**config.mk**
```make
export PLATFORM = sky130hd
export DESIGN_NAME = rmq_ctrl
export DESIGN_NICKNAME = d
export VERILOG_FILES = /design/src/rmq_pkg.sv /design/src/rmq_ctrl.sv
export SDC_FILE = /design/constraint.sdc
export NUM_CORES = 1
export LEC_CHECK = 0
export BUFFER_PORTS_ARGS = -buffer_cell sky130_fd_sc_hd__buf_4
export CAP_MARGIN = 0
export CORE_AREA = 3 3 40 42
export CTS_BUF_LIST = sky130_fd_sc_hd__clkbuf_16
export DETAILED_ROUTE_END_ITERATION = 10
export DIE_AREA = 0 0 43 45
export SLEW_MARGIN = 5
export SYNTH_ARGS = -nofsm -noshare
export SYNTH_HDL_FRONTEND = slang
export SYNTH_SLANG_ARGS = --single-unit
```
**constraint.sdc**
```tcl
create_clock -name clk -period 1.8 [get_ports clk]
set_input_delay 0.18 -clock clk [delete_from_list [all_inputs] [get_ports clk]]
set_output_delay 0.18 -clock clk [all_outputs]
set_load 0.02 [all_outputs]
```
**src/rmq_pkg.sv**
```systemverilog
package rmq_pkg;

    localparam int ID_W    = 15;
    localparam int GRADE_W = 32;

    localparam logic KIND_UPDATE = 1'b0;
    localparam logic KIND_QUERY  = 1'b1;

    typedef enum logic [1:0] {
        ST_IDLE,
        ST_SCAN,
        ST_DRAIN,
        ST_DONE
    } state_t;

    // controller -> datapath
    typedef struct packed {
        logic start;     // query beat accepted
        logic wr;        // update beat accepted
        logic rd;        // read one entry, advance scan pointer
        logic load_out;  // copy running max into result register
    } ctl_cmd_t;

    // datapath -> controller
    typedef struct packed {
        logic beyond;    // first_id outside the table
        logic at_end;    // scan pointer sits on the last entry of the range
    } dp_stat_t;

endpackage

```
**src/rmq_ctrl.sv**
```systemverilog
module rmq_ctrl
(
    input  logic              clk,
    input  logic              rst_n,
    input  logic              req_valid,
    input  logic              req_kind,
    output logic              req_ready,
    output logic              rsp_valid,
    input  logic              rsp_ready,
    input  rmq_pkg::dp_stat_t stat,
    output rmq_pkg::ctl_cmd_t cmd
);

    rmq_pkg::state_t state_reg;
    rmq_pkg::state_t state_next;
    logic            rsp_valid_reg;
    logic            rsp_valid_next;

    always_ff @(posedge clk or negedge rst_n)
    begin
        if (!rst_n)
        begin
            state_reg     <= rmq_pkg::ST_IDLE;
            rsp_valid_reg <= 1'b0;
        end
        else
        begin
            state_reg     <= state_next;
            rsp_valid_reg <= rsp_valid_next;
        end
    end

    always_comb
    begin
        state_next     = state_reg;
        rsp_valid_next = rsp_valid_reg;
        req_ready      = 1'b0;
        cmd            = '0;

        if (rsp_valid_reg && rsp_ready)
        begin
            rsp_valid_next = 1'b0;
        end

        unique case (state_reg)
            rmq_pkg::ST_IDLE:
            begin
                req_ready = 1'b1;
                if (req_valid)
                begin
                    if (req_kind == rmq_pkg::KIND_UPDATE)
                    begin
                        cmd.wr = 1'b1;
                    end
                    else
                    begin
                        cmd.start  = 1'b1;
                        state_next = stat.beyond ? rmq_pkg::ST_DONE : rmq_pkg::ST_SCAN;
                    end
                end
            end
            rmq_pkg::ST_SCAN:
            begin
                cmd.rd = 1'b1;
                if (stat.at_end)
                begin
                    state_next = rmq_pkg::ST_DRAIN;
                end
            end
            rmq_pkg::ST_DRAIN:
            begin
                // last read word is folded into the max this cycle
                state_next = rmq_pkg::ST_DONE;
            end
            rmq_pkg::ST_DONE:
            begin
                if (!rsp_valid_reg || rsp_ready)
                begin
                    cmd.load_out   = 1'b1;
                    rsp_valid_next = 1'b1;
                    state_next     = rmq_pkg::ST_IDLE;
                end
            end
            default:
            begin
                state_next = rmq_pkg::ST_IDLE;
            end
        endcase
    end

    assign rsp_valid = rsp_valid_reg;

endmodule

```
==> impl_metrics.yaml, run 1 <==
sta:
  whs_ps: 249
  relSlewSlack: 0.872
  finalCritPeriodShare: 0.849
  rsz0062_at_grt: "no"
  fmax_mhz: 654
  finalSetupTns_ps: 0
  tightestPinTransition_ps: 190
  hold_viol_final: 0
  skew_ps: 1.85
  drv_slew: 0
  finalSetupViolCount: 0
  period_needed_ps: 1530
  setup_slack_ps: 271
finish:
  layout_common_cells: "buf_4 (12), ha_1 (4)"
  antenna_cells: 0
  synthToLayoutAreaGrowth_pct: 77.5
  layout-drive-gt1-share: 0.452
  largest_register_ffs: 2
  nets: 54
  final_common_cell: "buf_4"
  fin_util: 0.352
logic_synthesis:
  synth_area_leader_cell: "dfrtp_1"
  yosys.area_share.simple: 0.289
  ys_warn_count: 0
  synth_top_family_by_area: "simple AND/OR/NAND/NOR gates"
  synth_compound_gate_area_share: 0.191
  synthMuxAreaShare: 0
  synth-xor-area-share: 0
  netlist_area_sq_um: 255
  ys_seq_area_frac: 0.294
  synth_cell_types: 16
  synth.top_cell.area_share: 0.294
  syn_nets: 36
  avgSynthCellArea_sq_um: 10.2
  synth_seq_cells: 3
  synthAdderAreaFrac: 0.196
  syn_inst: 25
  synth_area_leaders: "dfrtp_1 (29%), ha_1 (20%), nand2b_1 (7.4%)"
route:
  firstDrtPassIters: 1
  wl_per_cell_microns: 9.21
  routed_wl_microns: 525
  vias: 220
  drt-vias-per-instance: 3.86
  first_iter_violations: 0
  drc_errors: 0
  postRouteAntennaNets: 0
clock_tree:
  cts_buffers: 3
  path_clk_slew_ps: 30
  cts_htree_levels: 1
  cts.sinks: 3
  cts-resized-gates: 0
  holdBufCountCts: 1
  clock_latency_ps: 220
  cts_setup_buffers: 0
  cts_tree: "done"
  clockRootBuffer: "clkbuf_16"
  clock_tree.buffer_depth: 2
global_routing:
  grt_pass1_wl_microns: 945
  antenna_found_initial: 0
  grt_overflow: 0
  track_usage: 0.0683
  grt_pass1_vias: 223
  grt_max_degree: 8
die:
  fp.dieW_microns: 43
  io_pins: 13
  start_util: 0.199
  dieArea_sq_um: 1940
  die_h_microns: 45
  coreArea_sq_um: 1280
  std_cell_rows: 13
critical_path:
  critPathLaunchType: "register"
  reg2reg_slack_ps: 490
  r2r-end: "state_reg[1]"
  path_max_fanout: 7
  r2r_start: "state_reg[1]"
  required_ps: 1620
  critPathArrivalTime_ps: 1350
  crit_path_end_kind: "primary output"
  worstSetupPathType: "register to primary output"
  reg2reg_depth: 5
  cp-endpoint: "cmd[3]"
  worstSetupStartpoint: "state_reg[0]"
power:
  leakagePower_nw: 0.241
  power_density_nw_per_um2: 2000
  vdd_drop_max_v: 0.000727
  finalPower_mw: 0.906
placed_design:
  gp_congestion: 0.622
  io_buffers: 12
  hpwl_microns: 425
  preCtsSetupSlack_ps: 478
run_status:
  status: "finished, final reports clean"
flow_run:
  drv_cap: 0
worst_hold_path:
  hp-class: "primary input to register"
[final cells by class]
cell class	count	area (sq um)
multi-input cells	20	173
well taps	15	18.8
repair buffers	13	100
flip-flops and latches	3	75.1
fillers	134	832
clock inverters	1	3.75
clock buffers	3	75.1
inverters	2	7.51
[routing by layer]
layer  track usage  share of wire
met5             0              0
met4        0.0542              0
met3        0.0239          0.051
met2         0.105           0.52
met1        0.0773           0.42
[synth_stat cells, drive strengths merged]
cell     instances
or2              1
and3             1
nand2            2
ha               4
and2             1
a41oi            1
dfrtp            3
nand3b           1
nor2             1
inv              2
a21bo            1
o2bb2ai          1
a2bb2oi          1
nor2b            1
nand3            1
nand2b           3
[how the worst min path moves through the flow]
stage	startpoint	end	slack, ps	depth (start not counted)
4_1_cts	rsp_ready	rsp_valid	250	3
5_1_grt	rsp_ready	rsp_valid	270	3
3_5_place_dp	rst_n	rsp_valid	-30	1
3_3_place_gp	rst_n	rsp_valid	-30	1
6_report	rsp_ready	rsp_valid	250	3
2_1_floorplan	rst_n	rsp_valid	-120	0
[per-stage QoR]
step                area, sq um  cells
finish                      453     57
global route                453     57
CTS                         453     57
detailed placement          364     52
global placement            364     52
floorplan                   255     25
[logic make-up (layout without fill, tap and decap cells)]
group           count (synthesis)  count (layout)
buf+inv                         2              19
fa+ha+maj                       4               4
flops                           3               3
compound gates                  4               4
simple gates                   12              12
[where the power goes]
part	switching (mW)	total (mW)	internal, mW
logic	0.220	0.429	0.209
registers	0.0326	0.136	0.103
clock network	0.0547	0.341	0.286
total	0.307	0.906	0.599
[worst max-delay path, stage by stage (launching register included)]
cell and delay (ps):
dfrtp_1 390, inv_1 120, ha_1 280, and3_2 210, buf_4 130
Note: power is estimated with default switching activity, not from simulation.
==> inputs of run 2 (changes only) <==
- clock period: 1.8 -> 1.3 ns (I/O delays scaled with it)
==> run 2 against run 1 <==
Compared with the run above: sequential cell count unchanged; worst setup slack worse by 250 ps; hold slack lost 38 ps; final area is 9.1% higher; combinational power is 66% higher; clock power grew 41%; clock skew is essentially flat; critical path depth stayed put; utilization rose by 3.2 points; final cell count grew 5.3%; clock-buffer cell count unchanged.
==> impl_metrics.yaml, run 2 (synthesized netlist as in run 1, its figures left out) <==
die:
  fp.dieW_microns: 43
  std_cell_rows: 13
  dieArea_sq_um: 1940
  start_util: 0.199
  die_h_microns: 45
  io_pins: 13
  coreArea_sq_um: 1280
route:
  vias: 239
  first_iter_violations: 3
  routed_wl_microns: 563
  firstDrtPassIters: 2
  wl_per_cell_microns: 9.38
  postRouteAntennaNets: 0
  drc_errors: 0
  drt-vias-per-instance: 3.98
run_status:
  status: "finished, final reports clean"
sta:
  skew_ps: 1.82
  finalSetupViolCount: 0
  fmax_mhz: 781
  relSlewSlack: 0.860
  period_needed_ps: 1280
  finalCritPeriodShare: 0.985
  finalSetupTns_ps: 0
  drv_slew: 0
  tightestPinTransition_ps: 208
  setup_slack_ps: 19.8
  hold_viol_final: 0
  rsz0062_at_grt: "yes"
global_routing:
  antenna_found_initial: 0
  grt_max_degree: 8
  grt_overflow: 0
  grt_pass1_vias: 247
  track_usage: 0.0743
  grt_pass1_wl_microns: 959
finish:
  antenna_cells: 0
  multi_input_area_sq_um: 188
  final_common_cell: "buf_4"
  synthToLayoutAreaGrowth_pct: 93.6
  largest_register_ffs: 2
  final_cells: 60
  seq_area_sq_um: 75.1
  layout-drive-gt1-share: 0.578
  nFillCells: 131
  nets: 57
  layout_common_cells: "buf_4 (14), nand2b_1 (3), ha_1 (3), clkbuf_16 (3), dfrtp_1 (3)"
placed_design:
  preCtsSetupSlack_ps: 36.8
  io_buffers: 12
  gp_congestion: 0.692
  hpwl_microns: 456
  dp.cells: 54
clock_tree:
  cts_tree: "done"
  clockRootBuffer: "clkbuf_16"
  clock_tree.buffer_depth: 2
  cts.sinks: 3
  path_clk_slew_ps: 30
  cts_buffers: 3
  cts_htree_levels: 1
  clock_latency_ps: 220
worst_hold_path:
  holdCritStartpoint: "rsp_ready"
  hold_end: "rsp_valid"
  hp-class: "primary input to register"
  hold_depth: 3
critical_path:
  required_ps: 1170
  reg2reg_slack_ps: 80
  critPathLaunchType: "register"
  cp_slowest_cell: "dfrtp_1"
  reg2reg_depth: 5
  critical_path.cell_chain: "inv_2, ha_4, and3_2, buf_6"
  crit_path_end_kind: "primary output"
  r2r-end: "state_reg[0]"
  slowest_delay_ps: 390
  critPathArrivalTime_ps: 1150
  path_max_fanout: 7
  r2r_start: "state_reg[0]"
  worstSetupPathType: "register to primary output"
power:
  vdd_drop_max_v: 0.000938
  power_density_nw_per_um2: 2790
  leakagePower_nw: 0.254
flow_run:
  drv_cap: 0
## run 2: cell count changes in the layout (fill, tap and decap cells not counted), sizes merged
cell / change
buf: +3
## run 2: metrics by stage
| stage | hold slack, ps | power (mW) | util | area, sq um |
|---|---|---|---|---|
| CTS | 222 | 1.39 | 0.380 | 488 |
| detailed placement | -77.3 | 0.839 | 0.297 | 382 |
| global route | 251 | 1.48 | 0.385 | 494 |
| floorplan | -166 | 0.616 | - | 258 |
| finish | 211 | 1.38 | 0.385 | 494 |
| global placement | -80.8 | 0.832 | 0.297 | 382 |
## run 2: how the worst max path moves through the flow
stage,start,to,slack (ps),cells past startpoint
2_1_floorplan,state_reg[0],cmd[2],50,4
3_3_place_gp,state_reg[0],state_reg[1],40,5
3_5_place_dp,state_reg[0],state_reg[1],40,5
4_1_cts,state_reg[0],cmd[3],5,4
5_1_grt,state_reg[0],cmd[2],-30,5
6_report,state_reg[0],cmd[3],20,4
## run 2: layout make-up
| cell class | count | share of cell area |
|---|---|---|
| Sequential cell | 3 | 0.152 |
| Clock buffer | 3 | 0.152 |
| Multi-Input combinational cell | 20 | 0.380 |
| Tap cell | 15 | 0.0380 |
| Clock inverter | 1 | 0.00759 |
| Timing Repair Buffer | 16 | 0.256 |
| Inverter | 2 | 0.0152 |
## run 2: per-layer routing
metal  part of all wire  global-route usage
met5                  0                   0
met4              0.052              0.0904
met3              0.060              0.0359
met2               0.49               0.117
met1               0.40              0.0631
## run 2: report_power, final
group / leakage [nW] / internal (mW) / switching, mW / total (mW)
Sequential: 0.0368 / 0.143 / 0.0409 / 0.184
Combinational: 0.175 / 0.374 / 0.339 / 0.713
Clock: 0.0423 / 0.396 / 0.0831 / 0.480
## run 2: timing repair
item | in CTS | in global routing
hold endpoints to repair | 3 | 0
setup buffers | 1 | 0
hold buffers | 1 | 0
resized for setup | 3 | 2
setup endpoints to repair | 2 | 3
pin swaps | 0 | 1
## run 2: worst max-delay path: cells and delay by family (launching register included)
family,cells,cell delay (ps)
adder cells (fa/ha/maj),1,160
AND/OR/NAND/NOR,1,170
buffers and inverters,2,200
flip-flops,1,390
==> inputs of run 3 (changes only) <==
- BUFFER_PORTS_ARGS: -buffer_cell sky130_fd_sc_hd__buf_4 -> -buffer_cell sky130_fd_sc_hd__buf_2
- CORE_AREA: 3 3 40 42 -> 5 5 42 44
- DIE_AREA: 0 0 43 45 -> 0 0 47 49
==> run 3 against run 2 <==
Compared with the run above: sequential power about the same; routed wire length up 11%; critical path depth unchanged; final cell count up 6.7%; register-to-register slack worse by 60 ps; critical path type unchanged; hold slack worse by 14 ps; largest cell class unchanged; global-route usage down 1.2 points; maximum frequency down 0.26%; clock-buffer cell count unchanged.
==> impl_metrics.yaml, run 3 (synthesized netlist as in run 1, its figures left out) <==
clock_tree:
  clock_latency_ps: 230
  path_clk_slew_ps: 30
  cts_tree: "done"
  clockRootBuffer: "clkbuf_16"
  cts_buffers: 3
  clock_tree.buffer_depth: 2
  cts_htree_levels: 1
  cts.sinks: 3
finish:
  nets: 60
  synthToLayoutAreaGrowth_pct: 92.2
  largest_register_ffs: 2
  layout-drive-gt1-share: 0.583
  final_common_cell: "buf_2"
  fin_util: 0.350
  antenna_cells: 0
  layout_common_cells: "buf_2 (10), buf_4 (7)"
  final_cells: 64
power:
  power_density_nw_per_um2: 2900
  leakagePower_nw: 0.263
  vdd_drop_max_v: 0.000634
  finalPower_mw: 1.42
die:
  std_cell_rows: 14
  die_h_microns: 49
  coreArea_sq_um: 1400
  dieArea_sq_um: 2300
  fp.dieW_microns: 47
  io_pins: 13
  start_util: 0.182
sta:
  finalCritPeriodShare: 0.987
  finalSetupTns_ps: 0
  hold_viol_final: 0
  skew_ps: 3.28
  tightestPinTransition_ps: 203
  rsz0062_at_grt: "yes"
  period_needed_ps: 1280
  whs_ps: 197
  finalSetupViolCount: 0
  fmax_mhz: 779
  drv_slew: 0
  relSlewSlack: 0.863
route:
  drc_errors: 0
  vias: 248
  firstDrtPassIters: 2
  postRouteAntennaNets: 0
  routed_wl_microns: 626
  first_iter_violations: 3
  wl_per_cell_microns: 9.78
  drt-vias-per-instance: 3.88
critical_path:
  path_max_fanout: 5
  slowest_delay_ps: 390
  critical_path.cell_chain: "inv_2, ha_4, and3_2, buf_6"
  required_ps: 1170
  r2r_start: "state_reg[1]"
  worstSetupPathType: "register to primary output"
  critPathLaunchType: "register"
  crit_path_end_kind: "primary output"
  worstSetupStartpoint: "state_reg[1]"
  critPathArrivalTime_ps: 1150
  cp_slowest_cell: "dfrtp_1"
worst_hold_path:
  holdCritStartpoint: "rsp_ready"
  hp-class: "primary input to register"
placed_design:
  hpwl_microns: 435
  io_buffers: 12
  gp_congestion: 0.646
  dp.cells: 55
flow_run:
  drv_cap: 0
global_routing:
  grt_max_degree: 8
  grt_overflow: 0
  antenna_found_initial: 0
  grt_pass1_wl_microns: 966
  track_usage: 0.0621
  grt_pass1_vias: 231
run_status:
  status: "finished, final reports clean"
run 3: cell types whose count changed in the layout (fill, tap and decap cells not counted):
cell	previous run	this run
nand2_1	1	2
buf_4	14	7
buf_2	0	10
nand2_2	1	0
run 3: worst paths after layout:
kind	to	slack, ps	depth (start not counted)
setup reg to reg	state_reg[0]	20	5
min in group asynchronous	state_reg[1]	230	2
max in group asynchronous	state_reg[0]	970	2
hold / removal	rsp_valid	200	3
hold reg to reg	rsp_valid	530	2
setup / recovery	cmd[3]	20	4
run 3: worst max-delay path: cells and delay by family (launching register included):
kind	cells	cell delay, ps
adders and majority gates	1	150
buffers and inverters	2	210
DFF	1	390
and+or+nand+nor	1	170
run 3: metal layers:
metal | track usage | routed length [microns] | share of wire
met1 | 0.0686 | 259 | 0.41
met2 | 0.0814 | 296 | 0.47
met5 | 0 | 0 | 0
met4 | 0.0415 | 21 | 0.034
met3 | 0.0443 | 49 | 0.078
run 3: final cells by class:
cell class / instances / area (sq um)
sequential: 3 / 75.1
tap: 16 / 20.0
fill: 153 / 911
clock inverter: 1 / 3.75
multi-input combinational: 20 / 185
clock buffer: 3 / 75.1
timing repair buffer: 19 / 124
inverter: 2 / 7.51
run 3: metrics by stage:
step                area (sq um)  setup WS, ps
finish                       490          16.5
global placement             353          65.1
detailed placement           353          59.3
floorplan                    258          51.5
CTS                          454          1.75
global route                 490         -32.1
run 3: report_power, final:
| group | internal [mW] | switching (mW) |
|---|---|---|
| sequential | 0.143 | 0.0375 |
| clock | 0.397 | 0.0890 |
| combinational | 0.399 | 0.357 |
run 3: what timing repair did:
item	4_1_cts	5_1_grt
pin swaps	0	1
hold buffers	1	0
buffers inserted	0	4
hold endpoints to repair	3	0
gates resized for setup	4	2
endpoints found under the setup margin	2	2
